===== config.mk =====
export PLATFORM = sky130hd
export DESIGN_NAME = fuzzy_subsequence_scorer_core_flat
export DESIGN_NICKNAME = d
export VERILOG_FILES = /design/src/rtl/core/fss_pkg.sv /design/src/rtl/core/fss_if.sv /design/src/rtl/core/fss_ram.sv /design/src/rtl/core/fuzzy_subsequence_scorer_core.sv /design/src/flat_wrapper.sv
export SDC_FILE = /design/constraint.sdc
export NUM_CORES = 1
export LEC_CHECK = 0
export BUFFER_PORTS_ARGS = -buffer_cell sky130_fd_sc_hd__clkbuf_2
export CORE_MARGIN = 2
export CORE_UTILIZATION = 50
export DETAILED_ROUTE_END_ITERATION = 12
export GPL_ROUTABILITY_DRIVEN = 0
export PLACE_DENSITY = 0.63
export SYNTH_ARGS = -nofsm -noshare
export SYNTH_HDL_FRONTEND = slang
export SYNTH_SLANG_ARGS = --single-unit

===== constraint.sdc =====
create_clock -name i_clk -period 10.3 [get_ports i_clk]
set_input_delay 0.515 -clock i_clk [delete_from_list [all_inputs] [get_ports i_clk]]
set_output_delay 0.515 -clock i_clk [all_outputs]
set_load 0.005 [all_outputs]

===== src/rtl/core/fss_pkg.sv =====
`timescale 1ns / 1ps
// ============================================================================
// fss_pkg
// Shared types and constants of the fuzzy subsequence scorer.
// ============================================================================
package fss_pkg;

    // Command carried by each input word.
    typedef enum logic [1:0] {
        MODE_APPEND = 2'd0,   // append one pattern character
        MODE_TEXT   = 2'd1,   // score one text character
        MODE_END    = 2'd2,   // end of text, emit one result
        MODE_CLEAR  = 2'd3    // drop the pattern and the match state
    } t_mode;

    localparam logic [7:0] SPACE_CHAR = 8'h20;
    localparam int         RUN_WEIGHT = 10;

    // The tail counter is a fixed 13-bit saturating counter.
    localparam int              TAIL_W   = 13;
    localparam logic [TAIL_W-1:0] TAIL_MAX = {TAIL_W{1'b1}};

endpackage


===== src/rtl/core/fss_if.sv =====
`timescale 1ns / 1ps
// ============================================================================
// fss_if
// Valid/ready channels of the scorer: input word and result word.
// ============================================================================
interface fss_in_if;
    logic              valid;
    logic              ready;
    fss_pkg::t_mode    mode;
    logic [7:0]        ch;

    modport source (output valid, output mode, output ch, input ready);
    modport sink   (input valid, input mode, input ch, output ready);
endinterface

interface fss_out_if #(
    parameter int SCORE_WIDTH = 24
);
    logic                          valid;
    logic                          ready;
    logic                          matched;
    logic signed [SCORE_WIDTH-1:0] score;

    modport source (output valid, output matched, output score, input ready);
    modport sink   (input valid, input matched, input score, output ready);
endinterface


===== src/rtl/core/fss_ram.sv =====
`timescale 1ns / 1ps
// ============================================================================
// fss_ram
// Generic single-write, single-read RAM with a registered read port.
// ============================================================================
module fss_ram #(
    parameter  int WIDTH = 8,
    parameter  int DEPTH = 64,
    localparam int AW    = (DEPTH > 1) ? $clog2(DEPTH) : 1
) (
    input  logic             i_clk,
    input  logic             i_we,
    input  logic [AW-1:0]    i_waddr,
    input  logic [WIDTH-1:0] i_wdata,
    input  logic [AW-1:0]    i_raddr,
    output logic [WIDTH-1:0] o_rdata
);

    logic [WIDTH-1:0] r_mem [DEPTH];
    logic [WIDTH-1:0] r_rdata;

    // Read returns the old contents when both ports hit the same entry.
    always_ff @(posedge i_clk) begin
        if (i_we) begin
            r_mem[i_waddr] <= i_wdata;
        end
        r_rdata <= r_mem[i_raddr];
    end

    assign o_rdata = r_rdata;

endmodule


===== src/rtl/core/fuzzy_subsequence_scorer_core.sv =====
`timescale 1ns / 1ps
// ============================================================================
// fuzzy_subsequence_scorer_core
// Case-insensitive, space-ignoring subsequence scorer over a streamed text.
// ============================================================================
// The block takes one word per clock while no end-of-text word is stalled
// by the output side: each accepted word is held in an input register, its
// whole update (pattern append, one text-character compare and score step,
// or the final score) is computed combinationally from that register, and
// the end-of-text result is registered in an output register as the word
// retires from the input register. The pattern character under the match
// cursor comes out of a single-port-read RAM whose address is driven by the
// next cursor value, so it is ready when the next word arrives;
// an append to the very entry being fetched is forwarded around the RAM. The
// input side stalls only when an end-of-text word meets a full output
// register that is not being drained. The pattern store has no reset: only
// entries below the loaded length are ever compared. Scores saturate to the
// SCORE_WIDTH signed range and the tail count saturates at 8191.
// ============================================================================
module fuzzy_subsequence_scorer_core #(
    parameter int PATTERN_DEPTH = 64,
    parameter int SCORE_WIDTH   = 24
) (
    input  logic          i_clk,
    input  logic          i_rst_n,
    fss_in_if.sink        i_in,
    fss_out_if.source     o_out
);

    import fss_pkg::*;

    localparam int PW = $clog2(PATTERN_DEPTH + 1);
    localparam int AW = (PATTERN_DEPTH > 1) ? $clog2(PATTERN_DEPTH) : 1;
    localparam int SW = SCORE_WIDTH;

    localparam logic [PW-1:0]        DEPTH_CNT = PW'(PATTERN_DEPTH);
    localparam logic signed [SW-1:0] SCORE_MAX = {1'b0, {(SW-1){1'b1}}};
    localparam logic signed [SW-1:0] SCORE_MIN = {1'b1, {(SW-1){1'b0}}};

    // Clamp a one-bit-wider sum back into the score range.
    function automatic logic signed [SW-1:0] sat_score(input logic signed [SW:0] v);
        if (v[SW] != v[SW-1]) begin
            return v[SW] ? SCORE_MIN : SCORE_MAX;
        end
        return v[SW-1:0];
    endfunction

    function automatic logic [7:0] fold_case(input logic [7:0] c);
        return (c >= 8'h41 && c <= 8'h5A) ? c + 8'h20 : c;
    endfunction

    // Input register.
    logic        r_in_valid, n_in_valid;
    t_mode       r_in_mode;
    logic [7:0]  r_in_ch;

    // Pattern and match state.
    logic [PW-1:0]        r_plen, n_plen;
    logic                 r_ovf, n_ovf;
    logic                 r_tsf, n_tsf;
    logic [PW-1:0]        r_mp, n_mp;
    logic [PW-1:0]        r_run, n_run;
    logic signed [SW-1:0] r_score, n_score;
    logic                 r_fin, n_fin;
    logic [TAIL_W-1:0]    r_tail, n_tail;
    logic                 r_armed, n_armed;

    // Result register.
    logic                 r_out_valid, n_out_valid;
    logic                 r_out_matched, n_out_matched;
    logic signed [SW-1:0] r_out_score, n_out_score;

    // Forwarding of an append that hits the entry being fetched.
    logic       r_byp_valid, n_byp_valid;
    logic [7:0] r_byp_data;

    logic                 w_advance;
    logic                 w_take;
    logic                 w_we;
    logic [7:0]           w_rdata;
    logic [7:0]           w_pchar;
    logic                 w_pos_end;
    logic                 w_consumed;
    logic signed [SW:0]   w_score_ext;
    logic signed [SW:0]   w_gain;
    logic signed [SW:0]   w_run_ext;

    // The word in the input register retires unless it needs the output
    // register and that register is still full.
    assign w_advance  = r_in_valid &&
                        ((r_in_mode != MODE_END) || !r_out_valid || o_out.ready);
    assign i_in.ready = !r_in_valid || w_advance;
    assign w_take     = i_in.valid && i_in.ready;

    assign w_pchar     = r_byp_valid ? r_byp_data : w_rdata;
    assign w_pos_end   = (r_mp >= r_plen);
    assign w_consumed  = r_fin || (w_pos_end && (!r_tsf || r_armed));
    assign w_score_ext = {r_score[SW-1], r_score};
    assign w_run_ext   = (SW+1)'(r_run);
    // Run weight of ten is formed as eight plus two; one point off on a case
    // difference.
    assign w_gain      = (w_run_ext <<< 3) + (w_run_ext <<< 1)
                       - (SW+1)'(r_in_ch != w_pchar);

    always_comb begin
        n_in_valid    = w_take || (r_in_valid && !w_advance);
        n_plen        = r_plen;
        n_ovf         = r_ovf;
        n_tsf         = r_tsf;
        n_mp          = r_mp;
        n_run         = r_run;
        n_score       = r_score;
        n_fin         = r_fin;
        n_tail        = r_tail;
        n_armed       = r_armed;
        n_out_valid   = r_out_valid && !o_out.ready;
        n_out_matched = r_out_matched;
        n_out_score   = r_out_score;
        w_we          = 1'b0;

        if (w_advance) begin
            unique case (r_in_mode)
                MODE_APPEND: begin
                    if (r_in_ch == SPACE_CHAR) begin
                        n_tsf = 1'b1;
                    end else begin
                        n_tsf = 1'b0;
                        if (r_plen < DEPTH_CNT) begin
                            w_we   = 1'b1;
                            n_plen = r_plen + 1'b1;
                        end else begin
                            n_ovf = 1'b1;
                        end
                    end
                end
                MODE_TEXT: begin
                    if (r_fin || (w_pos_end && !r_tsf)) begin
                        // Pattern fully consumed: every character is tail.
                        n_fin = 1'b1;
                        if (r_tail != TAIL_MAX) begin
                            n_tail = r_tail + 1'b1;
                        end
                    end else if (w_pos_end) begin
                        // A trailing pattern space waits for one more
                        // character; spaces here only arm the match.
                        if (r_in_ch == SPACE_CHAR) begin
                            n_armed = 1'b1;
                        end else begin
                            n_fin  = 1'b1;
                            n_tail = TAIL_W'(1);
                        end
                    end else if (r_in_ch != SPACE_CHAR) begin
                        if (fold_case(r_in_ch) == fold_case(w_pchar)) begin
                            n_score = sat_score(w_score_ext + w_gain);
                            n_run   = r_run + 1'b1;
                            n_mp    = r_mp + 1'b1;
                        end else begin
                            n_score = sat_score(w_score_ext - (SW+1)'(RUN_WEIGHT));
                            n_run   = '0;
                        end
                    end
                end
                MODE_END: begin
                    n_out_valid   = 1'b1;
                    n_out_matched = w_consumed && !r_ovf;
                    n_out_score   = (w_consumed && !r_ovf)
                                  ? sat_score(w_score_ext - (SW+1)'(r_tail))
                                  : '0;
                    n_mp    = '0;
                    n_run   = '0;
                    n_score = '0;
                    n_fin   = 1'b0;
                    n_tail  = '0;
                    n_armed = 1'b0;
                end
                MODE_CLEAR: begin
                    n_plen  = '0;
                    n_ovf   = 1'b0;
                    n_tsf   = 1'b0;
                    n_mp    = '0;
                    n_run   = '0;
                    n_score = '0;
                    n_fin   = 1'b0;
                    n_tail  = '0;
                    n_armed = 1'b0;
                end
                default: begin
                end
            endcase
        end

        n_byp_valid = w_we && (r_plen[AW-1:0] == n_mp[AW-1:0]);
    end

    // Pattern store: written at the fill count, read at the next cursor so
    // the entry is waiting when the next text character arrives.
    fss_ram #(
        .WIDTH (8),
        .DEPTH (PATTERN_DEPTH)
    ) u_pattern_ram (
        .i_clk   (i_clk),
        .i_we    (w_we),
        .i_waddr (r_plen[AW-1:0]),
        .i_wdata (r_in_ch),
        .i_raddr (n_mp[AW-1:0]),
        .o_rdata (w_rdata)
    );

    always_ff @(posedge i_clk) begin
        if (!i_rst_n) begin
            r_in_valid  <= 1'b0;
            r_plen      <= '0;
            r_ovf       <= 1'b0;
            r_tsf       <= 1'b0;
            r_mp        <= '0;
            r_run       <= '0;
            r_score     <= '0;
            r_fin       <= 1'b0;
            r_tail      <= '0;
            r_armed     <= 1'b0;
            r_out_valid <= 1'b0;
            r_byp_valid <= 1'b0;
        end else begin
            r_in_valid  <= n_in_valid;
            r_plen      <= n_plen;
            r_ovf       <= n_ovf;
            r_tsf       <= n_tsf;
            r_mp        <= n_mp;
            r_run       <= n_run;
            r_score     <= n_score;
            r_fin       <= n_fin;
            r_tail      <= n_tail;
            r_armed     <= n_armed;
            r_out_valid <= n_out_valid;
            r_byp_valid <= n_byp_valid;
        end
    end

    // Payload registers carry no reset.
    always_ff @(posedge i_clk) begin
        if (w_take) begin
            r_in_mode <= i_in.mode;
            r_in_ch   <= i_in.ch;
        end
        r_byp_data    <= r_in_ch;
        r_out_matched <= n_out_matched;
        r_out_score   <= n_out_score;
    end

    assign o_out.valid   = r_out_valid;
    assign o_out.matched = r_out_matched;
    assign o_out.score   = r_out_score;

endmodule


===== src/flat_wrapper.sv =====
// flat-port wrapper written by rule: the top's interface ports become plain ports
module fuzzy_subsequence_scorer_core_flat import fss_pkg::*;
#(
    parameter int PATTERN_DEPTH = 64,
    parameter int SCORE_WIDTH   = 24
)
  (i_clk, i_rst_n, i_in_valid, i_in_mode, i_in_ch, i_in_ready, o_out_valid, o_out_matched, o_out_score, o_out_ready);
  fss_in_if i_in_i ();
  fss_out_if #(.SCORE_WIDTH(SCORE_WIDTH)) o_out_i ();
  input  logic i_clk;
  input  logic i_rst_n;
  input wire logic [$bits(i_in_i.valid)-1:0] i_in_valid;
  input wire logic [$bits(i_in_i.mode)-1:0] i_in_mode;
  input wire logic [$bits(i_in_i.ch)-1:0] i_in_ch;
  output wire logic [$bits(i_in_i.ready)-1:0] i_in_ready;
  output wire logic [$bits(o_out_i.valid)-1:0] o_out_valid;
  output wire logic [$bits(o_out_i.matched)-1:0] o_out_matched;
  output wire logic [$bits(o_out_i.score)-1:0] o_out_score;
  input wire logic [$bits(o_out_i.ready)-1:0] o_out_ready;
  assign i_in_i.valid = i_in_valid;
  assign i_in_i.mode = i_in_mode;
  assign i_in_i.ch = i_in_ch;
  assign i_in_ready = i_in_i.ready;
  assign o_out_valid = o_out_i.valid;
  assign o_out_matched = o_out_i.matched;
  assign o_out_score = o_out_i.score;
  assign o_out_i.ready = o_out_ready;
  fuzzy_subsequence_scorer_core #(.PATTERN_DEPTH(PATTERN_DEPTH), .SCORE_WIDTH(SCORE_WIDTH)) u_core (.i_clk(i_clk), .i_rst_n(i_rst_n), .i_in(i_in_i), .o_out(o_out_i));
endmodule

=== Word-level counts from Yosys, hierarchy flattened ===
Memories as Yosys holds them, arrays and structs flattened. A register that Yosys moved wholly into a read port is not among the register bits.
Cells that the tools add are included.

* Input bits: 14
* Bits in writable memories: 512
* Flip-flop bits (word level): 108
* Memories kept: 1

* Magnitude comparators: 6
* Reductions and logical operators: 36
* Equal/unequal tests: 25
* $add $sub $neg: 11
* Multiplexer cells: 74

{| class="wikitable"
|+ Memories
! memory !! words !! bits a word !! rd ports !! clocked after memory_dff !! write ports !! RTL line !! text
|-
| u_core.u_pattern_ram.r_mem || 64 || 8 || 1 || 1 || 1 || fss_ram.sv:19 || <nowiki>logic [WIDTH-1:0] r_mem [DEPTH];</nowiki>
|}

{| class="wikitable"
|+ Operators by type and width
! cell !! count
|-
| $mux 24 || 13
|-
| $mux 7 || 10
|-
| $mux 13 || 4
|-
| $pmux 24 s2 || 1
|-
| $pmux 7 s2 || 3
|-
| $mux 1 || 34
|-
| $pmux 13 s2 || 1
|-
| $add 24x25->25 || 1
|-
| $sub 24x14->25 || 1
|-
| $sub 24x5->25 const B || 1
|-
| $sub 25x1->25 || 1
|-
| $mux 8 || 3
|-
| $add 7x1->7 const B || 3
|-
| $add 8x6->8 const B || 2
|-
| $ge 8x7->1 const B || 2
|-
| $le 8x7->1 const B || 2
|-
| $reduce_and 5->1 || 3
|-
| $add 13x1->13 const B || 1
|-
| $ne 13x13->1 const B || 1
|-
| $reduce_and 4->1 || 3
|-
| $add 10x8->11 || 1
|-
| $logic_and 1x1->1 || 10
|-
| $ne 2x1->1 const B || 5
|-
| $ne 2x2->1 const B || 5
|-
| 21 further kinds || 41
|}

=== Depth between registers and ports, before layout ===
* Word-level depth: 18
* Mapped depth: 25
* Depth with buffers taken out: 22

=== Modules after synthesis ===
A second synthesis with hierarchy kept.

* Cell total of the unflattened synthesis: 1987
* Area total of the unflattened synthesis: 28730.1 µm²

{| class="wikitable"
|+ By module, submodules not included
! module !! instances !! area an instance (µm²) !! cells an instance
|-
| fss_ram || 1 || 20156.8 || 940
|-
| fuzzy_subsequence_scorer_core || 1 || 8573.2 || 1047
|}

=== Least setup slack after synthesis ===
OpenSTA, ideal clock, no wires.

* Kind: reg-to-reg
* Start point: register u_core.r_in_ch[6]
* End point: register u_core.r_score[18]
* Stages on the path, launching flop included: 21
* Library setup time: 0.117 ns
* Slack: 5.234 ns
* Arrival time: 4.950 ns
* Data required time: 10.183 ns
* Cells stage by stage: edfxtp_1 inv_1 xnor2_1 nand4_1 ha_1 inv_1 ha_1 fa_1 a21o_1 a21oi_1 o21bai_1 a21oi_1 o211ai_1 a311oi_1 o31ai_1 a21oi_1 nor2_1 nor3b_1 clkbuf_1 a21oi_1 a22o_1

* Longest elaborated chain between the ends: 17
* Elaborated cells between the ends (all ways): 28
* Those cells by class: 3 x add/sub; 2 x order compare; 5 x eq/ne; 16 x mux; 2 x reduce/logical

{| class="wikitable"
|+ RTL lines
! element !! RTL line !! text
|-
| start, declared || fuzzy_subsequence_scorer_core.sv:55 || <nowiki>logic [7:0] r_in_ch;</nowiki>
|-
| start signal, assigned || fuzzy_subsequence_scorer_core.sv:243 || <nowiki>r_in_ch <= i_in.ch;</nowiki>
|-
| $ne 8x8->1 || fuzzy_subsequence_scorer_core.sv:103 || <nowiki>- (SW+1)'(r_in_ch != w_pchar);</nowiki>
|-
| $sub 25x1->25 || fuzzy_subsequence_scorer_core.sv:103 ||
|-
| $add 24x25->25 || fuzzy_subsequence_scorer_core.sv:154 || <nowiki>n_score = sat_score(w_score_ext + w_gain);</nowiki>
|-
| $ne 1x1->1 || fuzzy_subsequence_scorer_core.sv:42 || <nowiki>if (v[SW] != v[SW-1]) begin</nowiki>
|-
| $mux 1 || fuzzy_subsequence_scorer_core.sv:42 ||
|-
| $mux 1 || fuzzy_subsequence_scorer_core.sv:153 || <nowiki>if (fold_case(r_in_ch) == fold_case(w_pchar)) begin</nowiki>
|-
| $mux 1 || fuzzy_subsequence_scorer_core.sv:152 || <nowiki>end else if (r_in_ch != SPACE_CHAR) begin</nowiki>
|-
| $mux 1 || fuzzy_subsequence_scorer_core.sv:143 || <nowiki>end else if (w_pos_end) begin</nowiki>
|-
| $mux 1 || fuzzy_subsequence_scorer_core.sv:137 || <nowiki>if (r_fin || (w_pos_end && !r_tsf)) begin</nowiki>
|-
| $mux 1 || fuzzy_subsequence_scorer_core.sv:122 || <nowiki>unique case (r_in_mode)</nowiki>
|-
| $mux 1 || fuzzy_subsequence_scorer_core.sv:121 || <nowiki>if (w_advance) begin</nowiki>
|-
| $mux 24 || fuzzy_subsequence_scorer_core.sv:45 || <nowiki>return v[SW-1:0];</nowiki>
|-
| $mux 24 || fuzzy_subsequence_scorer_core.sv:153 ||
|-
| $mux 24 || fuzzy_subsequence_scorer_core.sv:152 ||
|-
| $mux 24 || fuzzy_subsequence_scorer_core.sv:143 ||
|-
| $mux 24 || fuzzy_subsequence_scorer_core.sv:137 ||
|-
| $pmux 24 s2 || fuzzy_subsequence_scorer_core.sv:122 ||
|-
| end signal, assigned || fuzzy_subsequence_scorer_core.sv:230 || <nowiki>r_score <= n_score;</nowiki>
|-
| end, declared || fuzzy_subsequence_scorer_core.sv:63 || <nowiki>logic signed [SW-1:0] r_score, n_score;</nowiki>
|}

Several ways; a longest one is shown, not always the timed one. The select of a mux whose other input is x is not followed.
A chain may end at the register's enable or synchronous reset.

=== Worst setup path after layout ===
* Start point: register u_core.r_in_ch[2]
* End point: register u_core.u_pattern_ram.r_rdata[2] (netlist: u_core.u_pattern_ram.o_rdata[2]), read port of u_core.u_pattern_ram.r_mem

* Longest elaborated chain between the ends: 10
* Elaborated cells between the ends (all ways): 13
* Those cells by class: 1 x add/sub; 2 x order compare; 2 x eq/ne; 7 x mux; 1 x reduce/logical

{| class="wikitable"
|+ RTL lines
! element !! RTL line !! text
|-
| $ge 8x7->1 or $le 8x7->1 (tied branches) || fuzzy_subsequence_scorer_core.sv:49 || <nowiki>return (c >= 8'h41 && c <= 8'h5A) ? c + 8'h20 : c;</nowiki>
|-
| $logic_and 1x1->1 || fuzzy_subsequence_scorer_core.sv:49 ||
|-
| $mux 8 || fuzzy_subsequence_scorer_core.sv:49 ||
|-
| $eq 8x8->1 || fuzzy_subsequence_scorer_core.sv:153 ||
|-
| $mux 7 || fuzzy_subsequence_scorer_core.sv:153 ||
|-
| $mux 7 * || fuzzy_subsequence_scorer_core.sv:152 ||
|-
| $mux 7 * || fuzzy_subsequence_scorer_core.sv:143 ||
|-
| $mux 7 * || fuzzy_subsequence_scorer_core.sv:137 ||
|-
| $pmux 7 s2 * || fuzzy_subsequence_scorer_core.sv:122 ||
|-
| $mux 6 * || fuzzy_subsequence_scorer_core.sv:121 ||
|-
| end, declared || fss_ram.sv:20 || <nowiki>logic [WIDTH-1:0] r_rdata;</nowiki>
|}

Every way passes the cells marked *; elsewhere a longest branch is shown, timed or not. The select of a mux whose other input is x is not followed.

==> out/qor.csv <==
stage;metric;value;unit
place;DP HPWL;48400;um
cts;Skew-Pair Late Insertion Delay;630;ps
timing;final setup vio count;0;
timing;fin crit share;64.7;%
setup_path;crit end category;register;
synthesis;register area share after synthesis;62.4;%
grt;first-pass GRT wire length;117000;um
die;IO Pins;41;
cts;CTS max path bufs;3;
finish;antenna cells;0;
grt;initial antenna violation count;0;
setup_path;CP arrival;7130;ps
place;cell area after placement;30000;um2
place;PortBufs;40;
power;Reg power frac;34.3;%
cts;Root Driver;clkbuf_16;
synthesis;Warnings, synthesis;0;
finish;commonest non-fill, non-tap cell in the layout;edfxtp_1;
power;share of total power in the clock network;26.3;%
power;worst IR drop on VDD;0.411;mV
finish;share of layout cells above drive strength 1;7.80;%
routing;via-per-instance ratio;5.90;
cts;hold_buf cts;0;
synthesis;post-synthesis instance total;2556;
die;FP Rows;88;
die;die width;245;um
cts;CTS tree;done;
timing;Slew @ Worst Pin;1240;ps
routing;DRC viols;0;
synthesis;Synth Register Bits;628;
routing;final WL;76400;um
power;switching share of power;37.2;%
power;combinational power share;39.4;%
timing;clock skew;24.5;ps
cts;Setup Buffers After CTS;0;
synthesis;cell area after synthesis;28900;um2
routing;Initial DRT Pass Iterations;5;
run_status;status;complete, no violations;
power;Cell Int Power;5.59;mW
synthesis;EDFF count, synth;547;
routing;DR WL/cell;22.4;um
die;core area;57500;um2
synthesis;ys flop type;edfxtp_1;
die;die height;245;um
min_path;Hold Crit Class;in -> reg;
setup_path;Slowest Stage Delay on Critical Path;1050;ps
setup_path;crit start category;register;
flow_run;# Max-Cap Violations;0;
routing;initial DRC count;2022;
power;PwrDens;277;nW/um2
finish;P&R area growth vs syn;11.0;%
synthesis;Post-synth ARST share;0;%
timing;fin. max-slew vios;0;
setup_path;CP max-delay cell;nor4_1;
grt;vias in the first global route;19579;
routing;Routed Antenna Nets;0;
cts;total CTS buffers;69;
cts;post-cts sizing count;0;
grt;GRT overflow;0;
setup_path;Worst EP required;10760;ps
timing;total negative slack;0;ps
timing;final hold viol count;0;
setup_path;WS Path Type;reg -> reg;
timing;Slew headroom;16.7;%
setup_path;CP max FO;77;
synthesis;Mean Syn Cell Area;11.3;um2
cts;CTS sink count;628;
die;DIE AREA;59800;um2
routing;DR vias;20073;
synthesis;post-synth cell types;72;
finish;Layout fillers;4832;
die;starting density of the core;50.3;%
timing;RSZ-0062 raised after global routing;no;
grt;largest net degree at the start of global routing;78;
cts;clock-pin slew on the worst setup and hold paths;60;ps
timing;Final min period;6670;ps
finish;nets@finish;2687;
power;Leakage;11.2;nW
timing;achievable clock frequency;0.150;GHz
cts;H-tree lvl count;3;
setup_path;Cell Chain, Critical Path;buf_4 -> or4_4 -> o22ai_2 -> nor4_1 -> xor2_1 -> a211o_1 -> a2111oi_4 -> xor2_4 -> buf_4 -> nand2_1 -> buf_4 -> nand2_1 -> o22ai_1 -> nor4_1 -> nor4_1;
finish;Final Instance Area;32100;um2
finish;most frequent cells in the layout;edfxtp_1, nand2_1, nand3_1;
synthesis;Post-Synthesis Net Count;2658;
power;Switch Pwr;3.31;mW
grt;Tot GR Track Use;25.9;%
-- critical path, delay by kind of cell, from the launching register on --
kind	cells	cell delay, ps
XOR/XNOR	2	380
AND/OR/NAND/NOR	6	2750
buffers and inverters	3	1420
AO/OA/AOI/OAI	4	1560
flip-flops	1	350
-- path summary, 6_finish.rpt --
path / slack, ps / cells past startpoint / from / to
worst min-delay path: 70 / 1 / i_in_ch[0] / u_core.r_in_ch[0]
worst max-delay path: 3630 / 15 / u_core.r_in_ch[2] / u_core.u_pattern_ram.o_rdata[2]
worst min register to register: 490 / 2 / u_core.r_tail[2] / u_core.r_tail[2]
worst max register to register: 3630 / 15 / u_core.r_in_ch[2] / u_core.u_pattern_ram.o_rdata[2]
-- power groups by stage --
stage	combinational (mW)	sequential (mW)	clock, mW
4_1_cts	2.40	2.98	2.38
3_3_place_gp	2.35	3.03	0
2_1_floorplan	2.55	3.08	0
6_report	3.50	3.05	2.34
5_1_grt	3.55	3.04	2.47
3_5_place_dp	2.39	3.03	0
-- logic make-up after synthesis --
family                     synth area share (%)
DFF                                        62.4
buffers and inverters                      3.15
adders and majority gates                  3.88
and+or+nand+nor                            15.9
AOI/OAI and AO/OA                          9.35
xor gates and xnor gates                   2.76
muxes                                      2.62
-- per-stage QoR --
stage / cells / power (mW) / setup WS, ps / hold WS (ps) / util, %
6_report: 3405 / 8.90 / 3630 / 73.8 / 55.9
3_5_place_dp: 3279 / 5.42 / 3580 / 478 / 52.1
5_1_grt: 3405 / 9.06 / 3280 / 53.5 / 55.9
3_3_place_gp: 3279 / 5.38 / 3670 / 472 / 52.1
4_1_cts: 3405 / 7.75 / 3560 / 47.6 / 55.9
2_1_floorplan: 2556 / 5.63 / 5230 / 453 / -
-- cell type report --
| cell class | count | area, um2 | share of cell area (%) |
|---|---|---|---|
| clock inverter | 33 | 263 | 0.818 |
| multi-input combinational | 1698 | 10100 | 31.3 |
| timing repair buffer | 80 | 500 | 1.56 |
| inverter | 108 | 405 | 1.26 |
| tap | 765 | 957 | 2.98 |
| sequential | 628 | 18000 | 56.2 |
| clock buffer | 93 | 1890 | 5.88 |
-- state kept, by name, summed over array words and instances (netlist names) --
name / flops
u_core.u_pattern_ram.r_mem: 512
u_core.r_tail: 13
u_core.o_out.valid: 1
u_core.r_byp_data: 8
u_core.r_in_ch: 8
u_core.r_plen: 7
u_core.u_pattern_ram.o_rdata: 8
u_core.r_ovf: 1
u_core.r_fin: 1
u_core.r_run: 7
u_core.r_tsf: 1
u_core.o_out.matched: 1
u_core.r_mp: 7
u_core.r_byp_valid: 1
u_core.r_in_valid: 1
u_core.r_in_mode: 2
u_core.o_out.score: 24
u_core.r_score: 24
u_core.r_armed: 1
-- Yosys cell counts, drive strengths merged, types with 10 or more instances --
cell | count | area share [%]
a211oi | 27 | 0.70
a21o | 10 | 0.26
a21oi | 120 | 2.1
a22o | 12 | 0.36
a311oi | 25 | 0.76
and3 | 54 | 1.2
buf | 42 | 0.71
clkbuf | 80 | 1.0
dfxtp | 81 | 5.6
edfxtp | 547 | 57
ha | 85 | 3.7
inv | 105 | 1.4
mux2i | 61 | 2.1
nand2 | 493 | 6.4
nand2b | 10 | 0.22
nand3 | 177 | 3.1
nand4 | 35 | 0.76
nor2 | 161 | 2.1
nor2b | 25 | 0.54
nor3 | 27 | 0.47
nor4 | 19 | 0.41
o21a | 15 | 0.39
o21ai | 105 | 1.8
o21bai | 10 | 0.26
o22ai | 11 | 0.26
xnor2 | 71 | 2.1
xor2 | 20 | 0.61
-- per-layer routing --
metal	wire [um]	global-route usage [%]	vias up
met2	36900	42.8	762
met1	31200	33.8	9799
met3	4950	3.93	169
li1	-	-	9343
met5	0	0	-
met4	3330	11.5	0
Power figures use the tool's default switching activity.
